**src/hdl/tal_pkg.sv**
```systemverilog
// ----------------------------------------------------------------------------
// Thermistor average/linearize package
// Shared constants, band tables, result type and constant-divide helpers.
// ----------------------------------------------------------------------------
package tal_pkg;

   localparam int SAMPLE_BITS = 12;

   // Reset value of the report interval register.
   localparam logic [15:0] INTERVAL_RESET = 16'd10000;

   // Band codes.
   localparam logic [2:0] BAND_NONE  = 3'd0;
   localparam logic [2:0] BAND_ONE   = 3'd1;
   localparam logic [2:0] BAND_TWO   = 3'd2;
   localparam logic [2:0] BAND_THREE = 3'd3;
   localparam logic [2:0] BAND_FOUR  = 3'd4;

   // Upper and lower edges of bands one to three and the top of band four; band four runs down to zero.
   localparam logic [SAMPLE_BITS-1:0] BAND_ONE_TOP   = 12'd3700;
   localparam logic [SAMPLE_BITS-1:0] BAND_ONE_LOW   = 12'd2817;
   localparam logic [SAMPLE_BITS-1:0] BAND_TWO_TOP   = 12'd2816;
   localparam logic [SAMPLE_BITS-1:0] BAND_TWO_LOW   = 12'd1663;
   localparam logic [SAMPLE_BITS-1:0] BAND_THREE_TOP = 12'd1662;
   localparam logic [SAMPLE_BITS-1:0] BAND_THREE_LOW = 12'd819;
   localparam logic [SAMPLE_BITS-1:0] BAND_FOUR_TOP  = 12'd818;

   // Millidegree value above which the code is given in hundredths.
   localparam logic [16:0] MILLI_LIMIT = 17'd10000;

   // floor(n / 25) = (n * RECIP_25) >> RECIP_25_SHIFT, exact for n below 2**20.
   localparam logic [20:0] RECIP_25       = 21'd1342178;
   localparam int          RECIP_25_SHIFT = 25;

   // floor(n / 10) = (n * RECIP_10) >> RECIP_10_SHIFT, exact for n below 2**17.
   localparam logic [17:0] RECIP_10       = 18'd209716;
   localparam int          RECIP_10_SHIFT = 21;

   localparam logic [5:0] ASCII_ZERO = 6'd48;

   // One report as it leaves the block.
   typedef struct packed {
      logic [5:0]  digit_ones;
      logic [5:0]  digit_tens;
      logic [5:0]  digit_hundreds;
      logic [5:0]  digit_thousands;
      logic [2:0]  band;
      logic [13:0] temp_code;
   } tal_result_type;

   // Segment that holds an average; above the top of band one is no band.
   function automatic logic [2:0] band_of(input logic [SAMPLE_BITS-1:0] avg);
      logic [2:0] b;
      if (avg > BAND_ONE_TOP) begin
         b = BAND_NONE;
      end else if (avg >= BAND_ONE_LOW) begin
         b = BAND_ONE;
      end else if (avg >= BAND_TWO_LOW) begin
         b = BAND_TWO;
      end else if (avg >= BAND_THREE_LOW) begin
         b = BAND_THREE;
      end else begin
         b = BAND_FOUR;
      end
      return b;
   endfunction

   function automatic logic [SAMPLE_BITS-1:0] band_top(input logic [2:0] b);
      logic [SAMPLE_BITS-1:0] t;
      case (b)
         BAND_ONE:   t = BAND_ONE_TOP;
         BAND_TWO:   t = BAND_TWO_TOP;
         BAND_THREE: t = BAND_THREE_TOP;
         BAND_FOUR:  t = BAND_FOUR_TOP;
         default:    t = '0;
      endcase
      return t;
   endfunction

   // Slope per converter count in units of 1e-5 degree.
   function automatic logic [11:0] band_coef(input logic [2:0] b);
      logic [11:0] c;
      case (b)
         BAND_ONE:   c = 12'd2830;
         BAND_TWO:   c = 12'd2168;
         BAND_THREE: c = 12'd2960;
         BAND_FOUR:  c = 12'd3056;
         default:    c = 12'd0;
      endcase
      return c;
   endfunction

   // Band offset already scaled to millidegrees.
   function automatic logic [16:0] band_offset_milli(input logic [2:0] b);
      logic [16:0] o;
      case (b)
         BAND_TWO:   o = 17'd25000;
         BAND_THREE: o = 17'd50000;
         BAND_FOUR:  o = 17'd75000;
         default:    o = 17'd0;
      endcase
      return o;
   endfunction

   // Exact floor(n / 10) for any 17-bit n.
   function automatic logic [13:0] div10(input logic [16:0] n);
      logic [34:0] p;
      p = {18'd0, n} * {17'd0, RECIP_10};
      return p[RECIP_10_SHIFT+13:RECIP_10_SHIFT];
   endfunction

endpackage

```
**src/hdl/tal_linearize.sv**
```systemverilog
// ----------------------------------------------------------------------------
// Thermistor linearizer pipeline
// Takes a reported average through band lookup, slope multiply, scaling and
// decimal digit extraction, one stage per register, one report per cycle while out_ready is high.
// ----------------------------------------------------------------------------
module tal_linearize (
   input  logic                                clock,
   input  logic                                reset,
   input  logic                                in_valid,
   output logic                                in_ready,
   input  logic [tal_pkg::SAMPLE_BITS-1:0]     in_avg,
   output logic                                out_valid,
   input  logic                                out_ready,
   output tal_pkg::tal_result_type             out_result
);
   import tal_pkg::*;

   localparam int STAGES = 7;

   logic [STAGES-1:0] valid_ff;
   logic [STAGES-1:0] valid_in;
   logic [STAGES-1:0] free;
   logic [STAGES-1:0] move;

   // Stage payloads.
   logic [SAMPLE_BITS-1:0] avg_ff;
   logic [21:0]            prod_ff;
   logic [2:0]             band1_ff, band2_ff, band3_ff, band4_ff, band5_ff, band6_ff;
   logic [16:0]            milli_ff;
   logic [13:0]            code3_ff, code4_ff, code5_ff, code6_ff;
   logic [9:0]             q1_ff;
   logic [6:0]             q2_ff;
   logic [3:0]             d0_4_ff, d0_5_ff, d1_5_ff;

   // Stage work.
   logic [2:0]             band_calc;
   logic [10:0]            diff;
   logic [SAMPLE_BITS-1:0] diff_full;
   logic [22:0]            prod_full;
   logic [40:0]            scaled;
   logic [14:0]            q100;
   logic [13:0]            code_calc;
   logic [13:0]            q1_full, q2_full, q3_full;
   logic [13:0]            rem0;
   logic [9:0]             rem1;
   logic [6:0]             rem2;
   logic [3:0]             d2, d3;

   // Each stage moves on when the next one is empty or moving too.
   always_comb begin
      move[STAGES-1] = valid_ff[STAGES-1] && out_ready;
      free[STAGES-1] = !valid_ff[STAGES-1] || out_ready;
      for (int i = STAGES - 2; i >= 0; i--) begin
         move[i] = valid_ff[i] && free[i+1];
         free[i] = !valid_ff[i] || free[i+1];
      end
      valid_in[0] = (valid_ff[0] && !move[0]) || in_valid;
      for (int i = 1; i < STAGES; i++) begin
         valid_in[i] = (valid_ff[i] && !move[i]) || move[i-1];
      end
   end

   assign in_ready = free[0];

   // Band lookup and slope multiply; band none has zero slope and offset.
   always_comb begin
      band_calc = band_of(avg_ff);
      diff_full = band_top(band_calc) - avg_ff;
      diff      = diff_full[10:0];
      prod_full = {12'd0, diff} * {11'd0, band_coef(band_calc)};
   end

   // Divide by one hundred as a shift by two and a reciprocal for 25.
   always_comb begin
      scaled = {21'd0, prod_ff[21:2]} * {20'd0, RECIP_25};
      q100   = scaled[RECIP_25_SHIFT+14:RECIP_25_SHIFT];
   end

   // Large values are reported in hundredths.
   assign code_calc = (milli_ff > MILLI_LIMIT) ? div10(milli_ff) : milli_ff[13:0];

   // Decimal digits, one division by ten per stage.
   always_comb begin
      q1_full = div10({3'd0, code4_ff});
      rem0    = code4_ff - ({q1_full[10:0], 3'd0} + {q1_full[12:0], 1'b0});
      q2_full = div10({7'd0, q1_ff});
      rem1    = q1_ff - ({q2_full[6:0], 3'd0} + {q2_full[8:0], 1'b0});
      q3_full = div10({10'd0, q2_ff});
      rem2    = q2_ff - ({q3_full[3:0], 3'd0} + {q3_full[5:0], 1'b0});
      d2      = rem2[3:0];
      d3      = q3_full[3:0];
   end

   // Stage valid flags.
   always_ff @(posedge clock) begin
      if (reset) begin
         valid_ff <= '0;
      end else begin
         valid_ff <= valid_in;
      end
   end

   // Stage payload registers load when the previous stage moves in.
   always_ff @(posedge clock) begin
      if (in_valid && free[0]) begin
         avg_ff <= in_avg;
      end
      if (move[0]) begin
         prod_ff  <= prod_full[21:0];
         band1_ff <= band_calc;
      end
      if (move[1]) begin
         milli_ff <= {2'd0, q100} + band_offset_milli(band1_ff);
         band2_ff <= band1_ff;
      end
      if (move[2]) begin
         code3_ff <= code_calc;
         band3_ff <= band2_ff;
      end
      if (move[3]) begin
         code4_ff <= code3_ff;
         band4_ff <= band3_ff;
      end
      if (move[4]) begin
         q1_ff    <= q1_full[9:0];
         d0_4_ff  <= rem0[3:0];
         code5_ff <= code4_ff;
         band5_ff <= band4_ff;
      end
      if (move[5]) begin
         q2_ff    <= q2_full[6:0];
         d1_5_ff  <= rem1[3:0];
         d0_5_ff  <= d0_4_ff;
         code6_ff <= code5_ff;
         band6_ff <= band5_ff;
      end
   end

   // The last stage finishes the two upper digits on the way out.
   always_comb begin
      out_result.temp_code       = code6_ff;
      out_result.band            = band6_ff;
      out_result.digit_ones      = ASCII_ZERO + {2'd0, d0_5_ff};
      out_result.digit_tens      = ASCII_ZERO + {2'd0, d1_5_ff};
      out_result.digit_hundreds  = ASCII_ZERO + {2'd0, d2};
      out_result.digit_thousands = ASCII_ZERO + {2'd0, d3};
   end

   assign out_valid = valid_ff[STAGES-1];

endmodule

```
**src/hdl/thermistor_average_linearize_report.sv**
```systemverilog
// ----------------------------------------------------------------------------
// Thermistor average, linearize and report
// Running average of converter samples with a periodic temperature report.
// ----------------------------------------------------------------------------
// One sample is taken per cycle while req_tready is high; the running average
// and the sample counter are updated in the cycle the sample transfer completes.
// Every report_interval+1 samples the block issues one report carrying the
// temperature code, the band used and four ASCII digits. The sample that
// completes the interval enters the linearizer's first stage and passes through
// its registered stages to rsp_tvalid; the pipeline passes one report per cycle
// while rsp_tready is high and only stalls samples that would start a report
// while waiting results have backed it up to its first stage.
module thermistor_average_linearize_report (
   input  logic        clock,
   input  logic        reset,
   // Sample input: [11:0] sample, [15:12] zero.
   input  logic        req_tvalid,
   output logic        req_tready,
   input  logic [15:0] req_tdata,
   // Report output: [13:0] temp_code, [16:14] band, [22:17] digit_thousands,
   // [28:23] digit_hundreds, [34:29] digit_tens, [40:35] digit_ones, [47:41] zero.
   output logic        rsp_tvalid,
   input  logic        rsp_tready,
   output logic [47:0] rsp_tdata,
   input  logic        csr_wr_en,
   input  logic [15:0] csr_wr_data
);
   import tal_pkg::*;

   logic [15:0]            interval_ff;
   logic [SAMPLE_BITS-1:0] avg_ff;
   logic [SAMPLE_BITS-1:0] avg_in;
   logic [15:0]            count_ff;
   logic                   first_ff;
   logic [SAMPLE_BITS:0]   avg_sum;
   logic                   report_due;
   logic                   accept;
   logic                   lin_ready;
   tal_result_type         lin_result;

   // A report falls due once the counter has reached the limit.
   assign report_due = (count_ff >= interval_ff);
   assign req_tready = !report_due || lin_ready;
   assign accept     = req_tvalid && req_tready;

   // Next running average; the first sample loads it directly.
   always_comb begin
      avg_sum = {1'b0, avg_ff} + {1'b0, req_tdata[SAMPLE_BITS-1:0]};
      avg_in  = first_ff ? req_tdata[SAMPLE_BITS-1:0] : avg_sum[SAMPLE_BITS:1];
   end

   // Interval register, running average and sample counter.
   always_ff @(posedge clock) begin
      if (reset) begin
         interval_ff <= INTERVAL_RESET;
         avg_ff      <= '0;
         count_ff    <= '0;
         first_ff    <= 1'b1;
      end else begin
         if (csr_wr_en) begin
            interval_ff <= csr_wr_data;
         end
         if (accept) begin
            avg_ff   <= avg_in;
            first_ff <= 1'b0;
            count_ff <= report_due ? 16'd0 : count_ff + 16'd1;
         end
      end
   end

   tal_linearize u_linearize (
      .clock      (clock),
      .reset      (reset),
      .in_valid   (accept && report_due),
      .in_ready   (lin_ready),
      .in_avg     (avg_in),
      .out_valid  (rsp_tvalid),
      .out_ready  (rsp_tready),
      .out_result (lin_result)
   );

   assign rsp_tdata = {7'd0, lin_result};

   // A report with no band has a zero code and ASCII zero ones and thousands digits.
   assert property (@(posedge clock) disable iff (reset)
      rsp_tvalid && (lin_result.band == BAND_NONE) |->
         (lin_result.temp_code == 14'd0) && (lin_result.digit_ones == ASCII_ZERO) &&
         (lin_result.digit_thousands == ASCII_ZERO))
      else $error("out-of-range report is not zero");

   // The code never needs more than four digits and the band is at most band four.
   assert property (@(posedge clock) disable iff (reset)
      rsp_tvalid |-> (lin_result.temp_code <= 14'd9999) && (lin_result.band <= BAND_FOUR))
      else $error("report code or band out of range");

   // Every digit is an ASCII decimal digit.
   assert property (@(posedge clock) disable iff (reset)
      rsp_tvalid |->
         (lin_result.digit_ones >= ASCII_ZERO) && (lin_result.digit_ones <= 6'd57) &&
         (lin_result.digit_tens >= ASCII_ZERO) && (lin_result.digit_tens <= 6'd57) &&
         (lin_result.digit_hundreds >= ASCII_ZERO) && (lin_result.digit_hundreds <= 6'd57) &&
         (lin_result.digit_thousands >= ASCII_ZERO) &&
         (lin_result.digit_thousands <= 6'd57))
      else $error("report digit is not a decimal digit");

   // The first-sample flag clears only on a sample transfer.
   assert property (@(posedge clock) disable iff (reset)
      $fell(first_ff) |-> $past(accept))
      else $error("first-sample flag cleared without a transfer");

endmodule
```
**config.mk**
```make
export PLATFORM = sky130hd
export DESIGN_NAME = thermistor_average_linearize_report
export DESIGN_NICKNAME = d
export VERILOG_FILES = /design/src/hdl/tal_pkg.sv /design/src/hdl/tal_linearize.sv /design/src/hdl/thermistor_average_linearize_report.sv
export SDC_FILE = /design/constraint.sdc
export NUM_CORES = 2
export LEC_CHECK = 0
export ABC_AREA = 0
export BUFFER_PORTS_ARGS = -buffer_cell sky130_fd_sc_hd__clkbuf_2
export CORE_MARGIN = 2
export CORE_UTILIZATION = 40
export CTS_CLUSTER_DIAMETER = 40
export DETAILED_ROUTE_END_ITERATION = 10
export PLACE_DENSITY = 0.68
export SLEW_MARGIN = 20
export SYNTH_ARGS = -nofsm -noshare
export SYNTH_HDL_FRONTEND = slang
export SYNTH_SLANG_ARGS = --single-unit
```
**constraint.sdc**
```tcl
create_clock -name clock -period 7.4 [get_ports clock]
set_input_delay 1.48 -clock clock [delete_from_list [all_inputs] [get_ports clock]]
set_output_delay 1.48 -clock clock [all_outputs]
set_load 0.05 [all_outputs]
```
== Yosys cells after proc, flatten, opt, wreduce, memory -nomap -nowiden ==
Index checks and enable logic that the tools add are counted.

* Register bits after elaboration: 206
* Bits of input ports: 37
* Output and inout port bits: 50
* Word-level logic and storage cells: 114

* Add/sub/neg operators: 14
* $mul: 6
* $lt $le $gt $ge: 6
* Equal/unequal tests: 7
* Multiplexer cells: 11
* Reductions and logical operators: 47

{| class="wikitable"
|+ Operators by type and width
! operator !! number
|-
| $pmux W17 S3 || 1
|-
| $pmux W12 S4 || 1
|-
| $pmux W11 S4 || 1
|-
| $mul A20 B20 Y39 const B || 1
|-
| $mul A17 B16 Y33 const B || 1
|-
| $mul A14 B16 Y29 const B || 1
|-
| $mul A10 B16 Y26 const B || 1
|-
| $add A5 B5 Y6 const A || 4
|-
| $mul A7 B16 Y23 const B || 1
|-
| $mul A11 B12 Y22 || 1
|-
| $add A15 B17 Y17 || 1
|-
| $gt A17 B14 Y1 const B || 1
|-
| $logic_and A1 B1 Y1 || 17
|-
| $mux W17 || 1
|-
| $add A16 B1 Y16 const B || 1
|-
| $ge A16 B16 Y1 || 1
|-
| $mux W16 || 1
|-
| $logic_not A1 Y1 || 15
|-
| $logic_or A1 B1 Y1 || 15
|-
| $mux W14 || 1
|-
| $add A12 B12 Y13 || 1
|-
| $add A4 B4 Y4 || 3
|-
| $eq A3 B2 Y1 const B || 4
|-
| $ge A12 B10 Y1 const B || 1
|-
| other kinds (9) || 15
|}

== Logic depth before layout (Yosys ltp) ==
* Word-level depth: 12
* Gate-level depth with buffers: 37

== Modules after synthesis ==
Synthesis repeated with hierarchy kept, for this count alone.

* Cell total of the unflattened synthesis: 2911
* Area total of the unflattened synthesis: 30626.9 um2

{| class="wikitable"
|+ Modules (own cells, without submodules)
! module !! times used !! cells each !! area an instance (um2) !! seq. area each (um2)
|-
| tal_linearize || 1 || 2534 || 27560.2 || 4704.5
|-
| thermistor_average_linearize_report || 1 || 377 || 3066.7 || 900.9
|}

== Least setup slack after synthesis ==
No wires, ideal clock.

* Kind: reg-to-reg
* From: reg u_linearize.avg_ff[0]
* To: reg u_linearize.prod_ff[20], data pin
* Library setup time: 0.258 ns
* Arrival time: 7.733 ns
* Path slack: -0.590 ns
* Cell stages (with the launch flop): 35
* Clock period less this slack: 7.990 ns
* Cells stage by stage: edfxtp_1 > buf_2 > a211oi_1 > o31ai_1 > a311oi_2 > o21ai_2 > inv_2 > clkbuf_1 > nor2_1 > ha_1 > o21ai_0 > a21boi_0 > o21a_1 > o21a_1 > o21a_1 > o21a_1 > nor3_1 > nor4_1 > fa_1 > inv_1 > fa_1 > inv_1 > fa_1 > fa_1 > inv_1 > fa_1 > inv_1 > ha_1 > o21ai_0 > a21oi_1 > o311a_1 > o41ai_2 > o2111ai_1 > a21oi_1 > xnor2_1

* Word-level cells in the longest chain between the ends: 9

{| class="wikitable"
|+ RTL lines
! what !! line !! source
|-
| from (decl) || tal_linearize.sv:26 || <nowiki>logic [SAMPLE_BITS-1:0] avg_ff;</nowiki>
|-
| from (signal assigned) || tal_linearize.sv:106 || <nowiki>avg_ff <= in_avg;</nowiki>
|-
| $ge A12 B10 Y1 || tal_pkg.sv:60 || <nowiki>end else if (avg >= BAND_THREE_LOW) begin</nowiki>
|-
| $mux W3 || tal_pkg.sv:60 ||
|-
| $mux W3 || tal_pkg.sv:58 || <nowiki>end else if (avg >= BAND_TWO_LOW) begin</nowiki>
|-
| $mux W3 || tal_pkg.sv:56 || <nowiki>end else if (avg >= BAND_ONE_LOW) begin</nowiki>
|-
| $mux W3 (*) || tal_pkg.sv:54 || <nowiki>if (avg > BAND_ONE_TOP) begin</nowiki>
|-
| via u_linearize.band_calc[2] || tal_linearize.sv:36 || <nowiki>logic [2:0] band_calc;</nowiki>
|-
| $eq A3 B3 Y1, or another cell as far along || tal_pkg.sv:70, tal_pkg.sv:83 ||
|-
| $pmux W11 S4 || tal_pkg.sv:70 || <nowiki>case (b)</nowiki>
|-
| $sub A11 B11 Y11 || tal_linearize.sv:68 || <nowiki>diff_full = band_top(band_calc) - avg_ff;</nowiki>
|-
| $mul A11 B12 Y22 (*) || tal_linearize.sv:70 || <nowiki>prod_full = {12'd0, diff} * {11'd0, band_coef(band_calc)};</nowiki>
|-
| via u_linearize.prod_full[20] || tal_linearize.sv:39 || <nowiki>logic [22:0] prod_full;</nowiki>
|-
| to (signal assigned) || tal_linearize.sv:109 || <nowiki>prod_ff <= prod_full[21:0];</nowiki>
|-
| to (decl) || tal_linearize.sv:27 || <nowiki>logic [21:0] prod_ff;</nowiki>
|}

Mark *: on every way through the listed nets, which the timed path passes. The rest lies on a longest branch.
A chain may end at the register's enable or synchronous reset.

== Worst setup path after layout ==
* From: reg u_linearize.prod_ff[12]
* To: reg u_linearize.milli_ff[13], data pin

* Word-level cells in the longest chain between the ends: 2

{| class="wikitable"
|+ RTL lines
! what !! line !! source
|-
| $mul A20 B20 Y39 || tal_linearize.sv:75 || <nowiki>scaled = {21'd0, prod_ff[21:2]} * {20'd0, RECIP_25};</nowiki>
|-
| $add A15 B17 Y17 || tal_linearize.sv:113 || <nowiki>milli_ff <= {2'd0, q100} + band_offset_milli(band1_ff);</nowiki>
|-
| to (signal assigned) || tal_linearize.sv:113 ||
|-
| to (decl) || tal_linearize.sv:29 || <nowiki>logic [16:0] milli_ff;</nowiki>
|}

Every way passes these cells.

==> results.json <==
{
  "finalNonFillerCells": 4176,
  "area_post_placement_um2": 33150,
  "globalRouteMet3Util_pct": 2.168,
  "power.combinational.fraction_pct": 4.3,
  "worst_path_depth": 27,
  "leakage_power_uw": 0.01778,
  "cts.reportedPaths.clkPinSlew_ns": 0.06,
  "area_added_between_synthesis_and_finish_pct": 16.95,
  "nets": 4303,
  "grt_pass1_wl_mm": 106.5,
  "power.density_cell_area_nw_per_um2": 87.05,
  "layout_worst_path_cycle_share_pct": 100.8,
  "synth-edff-count": 152,
  "setup_repair_after_global_routing_missed_its_margin": "true",
  "crit_path_top_delay_cell": "sky130_fd_sc_hd__or4_4",
  "antenna_fix_cells": 0,
  "cp_max_fo": 3,
  "post-route-drc-count": 0,
  "vias": 20490,
  "yosysUniqueCellTypes": 69,
  "detail_route.first_pass.iterations": 5,
  "synth_seq_cells": 204,
  "critical_path_class": "flip-flop to flip-flop",
  "rr_endpoint": "u_linearize.milli_ff[13]",
  "grt_antenna_before_repair": 0,
  "r2r.worst_path.cells": 27,
  "synth.yosys.seq_area_share_pct": 18.46,
  "fmax_mhz": 134.0,
  "worstPathBufferInverterCount": 4,
  "synthDominantCellAreaShare_pct": 28.85,
  "dp_hpwl_mm": 53.56,
  "critical_path_startpoint_category": "flip-flop",
  "power.net_switching_uw": 747.5,
  "placementRows": 101,
  "timing.final.hold_violations": 0,
  "worst_path_arrival_ns": 7.76,
  "numClockSinks": 204,
  "yosysWarningCount": 0,
  "grt_max_degree": 48,
  "cts_buffers": 37,
  "worst_hold_path.endpoint": "u_linearize.code6_ff[0]",
  "grt_remaining_overflow": 0,
  "postSynthCellCount": 2883,
  "routed_length_per_placed_instance_um": 15.07,
  "cts_tree": "built",
  "timing.critical_path.max_delay_family": "adder cells",
  "worst_ir_drop_vdd_mv": 0.1381,
  "clk_root_buffer_cell": "sky130_fd_sc_hd__clkbuf_16",
  "global_route_met2_utilization_pct": 29.68,
  "pre_cts_ws_ns": -0.4316,
  "fraction_of_registers_with_async_set_or_reset_after_synthesis_pct": 0,
  "power.share.switching_pct": 24.18,
  "syn-cell-area_um2": 30360,
  "clockBufferDepth": 3,
  "final_worst_path_setup_slack_ns": -0.06279,
  "detail-route-antenna-nets": 0,
  "crit_path_max_incr_delay_ns": 0.58,
  "yosys-top-cells-area": "sky130_fd_sc_hd__ha_1 (29%), sky130_fd_sc_hd__fa_1 (26%), sky130_fd_sc_hd__edfxtp_1 (15%), sky130_fd_sc_hd__inv_1 (7.9%), sky130_fd_sc_hd__dfxtp_1 (3.4%)",
  "r2r_setup_slk_ns": -0.06,
  "power.share.clock_pct": 55.7,
  "port-buffer-count": 67,
  "period_minus_slack_ns": 7.463,
  "drive_gt1_share_pct": 15.45,
  "relSlewSlack_pct": 32.47,
  "critical_path_required_ns": 7.70,
  "setup-violations-final": 5,
  "grt_util_met1_pct": 21.74,
  "first_iter_violations": 812,
  "fin_skew_ns": 0.01612,
  "min_from": "u_linearize.code5_ff[0]",
  "cap_viol_max_count": 0,
  "drv_slew": 0,
  "cts_max_level": 2,
  "cp-end-kind": "flip-flop",
  "hold_path_depth": 0,
  "busiest_metal_layer_after_global_routing": "met2",
  "cpMostUsedCell": "sky130_fd_sc_hd__fa_1",
  "gp_routability_congestion": 0.9087,
  "die_area_um2": 78130,
  "top_ff_cell_synth": "sky130_fd_sc_hd__edfxtp_1",
  "synthesis.area_per_instance_um2": 10.53,
  "fin_worst_hold_slack_ns": 0.4123,
  "viasPerCell": 4.906,
  "power_frac_seq_pct": 40.1,
  "worstMarginPinSlew_ns": 1.008,
  "clk_latency_ns": 0.55,
  "cellInternalPower_uw": 2344,
  "fin_total_pwr_uw": 3091,
  "rr_startpoint": "u_linearize.prod_ff[12]",
  "violated_checks": "negative setup slack",
  "layout.cell_area.non_filler_um2": 35510,
  "synth_top_area_cell": "sky130_fd_sc_hd__ha_1",
  "initial_utilization_pct": 40.18,
  "post-place-cells": 4062,
  "grt_pass1_vias": 21790,
  "io_pins": 87,
  "die_width_um": 279.5,
  "postRouteWirelength_mm": 62.93,
  "die_height_um": 279.5,
  "run_status": "finished with violations",
  "placeableCoreArea_um2": 75570,
  "hold_path.class": "flip-flop to flip-flop",
  "gr-usage-all-layers_pct": 16.82
}
-- metrics by stage --
stage	setup TNS [ns]	util [%]
floorplan	0	-
finish	-0.2244	46.99
detailed placement	-2.865	43.87
global placement	-1.401	43.87
global route	-3.139	46.99
CTS	-0.1352	46.27
-- state kept, by name (all words and copies together) (netlist names), 10 cells and up --
signal / cells
u_linearize.prod_ff: 20
u_linearize.avg_ff: 12
u_linearize.code5_ff: 14
u_linearize.milli_ff: 17
u_linearize.code6_ff: 14
u_linearize.code4_ff: 14
interval_ff: 16
count_ff: 16
u_linearize.q1_ff: 10
u_linearize.code3_ff: 14
avg_ff: 12
-- power by group through the flow --
stage	combinational, µW	sequential, µW	clock, µW
floorplan	108	1260	0
global placement	128	1260	0
detailed placement	130	1260	0
CTS	132	1240	1770
global route	148	1240	1820
finish	132	1240	1720
-- metal layers --
metal  vias up  part of all wire [%]
li1      10080                     -
met1      9953                    44
met2       340                    49
met3       113                   3.6
met4         0                   2.5
met5         -                     0
-- layout by cell type (no fill, tap or decap), types with 7 or more instances in the layout --
cell type and instances:
sky130_fd_sc_hd__nor4_1 9, sky130_fd_sc_hd__o21bai_1 8, sky130_fd_sc_hd__ha_1 667, sky130_fd_sc_hd__conb_1 15, sky130_fd_sc_hd__clkbuf_2 67, sky130_fd_sc_hd__edfxtp_1 152
sky130_fd_sc_hd__nor2_1 133, sky130_fd_sc_hd__nand4_1 14, sky130_fd_sc_hd__nor2b_1 16, sky130_fd_sc_hd__o21ai_0 63, sky130_fd_sc_hd__fa_1 388, sky130_fd_sc_hd__nor3_1 35
sky130_fd_sc_hd__a21o_1 30, sky130_fd_sc_hd__inv_6 9, sky130_fd_sc_hd__inv_2 13, sky130_fd_sc_hd__or3_1 14, sky130_fd_sc_hd__or2_2 9, sky130_fd_sc_hd__xor2_1 26
sky130_fd_sc_hd__nand2b_1 8, sky130_fd_sc_hd__o31ai_1 8, sky130_fd_sc_hd__a211oi_1 10, sky130_fd_sc_hd__a21oi_1 78, sky130_fd_sc_hd__o21a_1 19, sky130_fd_sc_hd__ha_4 30
sky130_fd_sc_hd__o211ai_1 15, sky130_fd_sc_hd__buf_4 191, sky130_fd_sc_hd__mux2i_1 22, sky130_fd_sc_hd__xnor2_1 84, sky130_fd_sc_hd__nand2_1 107, sky130_fd_sc_hd__inv_1 629
sky130_fd_sc_hd__buf_6 14, sky130_fd_sc_hd__fa_2 9, sky130_fd_sc_hd__dfxtp_1 52, sky130_fd_sc_hd__mux2_2 8, sky130_fd_sc_hd__nor3b_1 7, sky130_fd_sc_hd__nand3_1 33
sky130_fd_sc_hd__a21oi_2 11, sky130_fd_sc_hd__clkbuf_16 37
-- cell usage after synthesis, types with 27 or more instances --
| cell | instances |
|---|---|
| sky130_fd_sc_hd__a21oi_1 | 90 |
| sky130_fd_sc_hd__nand2_1 | 111 |
| sky130_fd_sc_hd__dfxtp_1 | 52 |
| sky130_fd_sc_hd__nor3_1 | 39 |
| sky130_fd_sc_hd__xor2_1 | 27 |
| sky130_fd_sc_hd__nor2_1 | 139 |
| sky130_fd_sc_hd__ha_1 | 700 |
| sky130_fd_sc_hd__a21o_1 | 30 |
| sky130_fd_sc_hd__edfxtp_1 | 152 |
| sky130_fd_sc_hd__inv_1 | 641 |
| sky130_fd_sc_hd__o21ai_0 | 71 |
| sky130_fd_sc_hd__xnor2_1 | 89 |
| sky130_fd_sc_hd__nand3_1 | 33 |
| sky130_fd_sc_hd__fa_1 | 397 |
-- worst reg2reg max path: stages, from the launching register on --
cell	delay (ns)
sky130_fd_sc_hd__edfxtp_1	0.43
sky130_fd_sc_hd__buf_4	0.17
sky130_fd_sc_hd__ha_4	0.22
sky130_fd_sc_hd__fa_2	0.56
sky130_fd_sc_hd__inv_2	0.04
sky130_fd_sc_hd__fa_2	0.42
sky130_fd_sc_hd__fa_1	0.54
sky130_fd_sc_hd__inv_2	0.05
sky130_fd_sc_hd__fa_1	0.55
sky130_fd_sc_hd__fa_1	0.43
sky130_fd_sc_hd__fa_1	0.49
sky130_fd_sc_hd__ha_4	0.29
sky130_fd_sc_hd__nand4_1	0.14
sky130_fd_sc_hd__or4_4	0.59
sky130_fd_sc_hd__or2_4	0.26
sky130_fd_sc_hd__a21oi_4	0.14
sky130_fd_sc_hd__or2_4	0.15
sky130_fd_sc_hd__a21o_1	0.15
sky130_fd_sc_hd__xor2_1	0.17
sky130_fd_sc_hd__ha_1	0.28
sky130_fd_sc_hd__a21o_1	0.21
sky130_fd_sc_hd__a21oi_2	0.16
sky130_fd_sc_hd__o21bai_1	0.09
sky130_fd_sc_hd__a21oi_2	0.18
sky130_fd_sc_hd__o21ai_2	0.08
sky130_fd_sc_hd__buf_4	0.15
sky130_fd_sc_hd__nor3b_4	0.14
sky130_fd_sc_hd__xnor2_1	0.15
-- worst max-delay path by stage --
stage / startpoint / endpoint / slack [ns]
finish: u_linearize.prod_ff[12] / u_linearize.milli_ff[13] / -0.06
global route: u_linearize.prod_ff[12] / u_linearize.milli_ff[15] / -0.34
CTS: u_linearize.avg_ff[1] / u_linearize.prod_ff[20] / -0.12
detailed placement: u_linearize.prod_ff[11] / u_linearize.milli_ff[14] / -0.43
global placement: u_linearize.prod_ff[11] / u_linearize.milli_ff[14] / -0.30
floorplan: u_linearize.avg_ff[4] / u_linearize.prod_ff[20] / 0.005
-- area by class of cell --
cell class,instances,area [µm²]
Inverter,643,2415
Timing Repair Buffer,274,1969
Multi-Input combinational cell,2009,23010
Sequential cell,204,5605
Clock buffer,37,925.9
Tap cell,978,1224
Fill cell,6886,40060
Clock inverter,31,357.8
-- timing repair --
| item | 4_1_cts | 5_1_grt |
|---|---|---|
| resized for setup | 59 | 67 |
| cloned | 0 | 0 |
| setup endpoints to repair | 14 | 14 |
| buffers inserted | 28 | 17 |
| pin swaps | 89 | 88 |
| hold buffers | 0 | 0 |
-- kinds of logic (layout without fill, tap and decap cells) --
family                     count (synthesis)  in the layout  share of synthesized area, %
and+or+nand+nor                          432            432                         6.651
muxes                                     30             30                         1.022
DFF                                      204            204                         18.46
other                                      2             15                       0.02473
xor gates and xnor gates                 116            116                         3.346
buffers and inverters                    683            985                         8.650
adders and majority gates               1097           1097                         55.02
AOI/OAI and AO/OA                        319            319                         6.824
(Power assumes the default switching activity.)
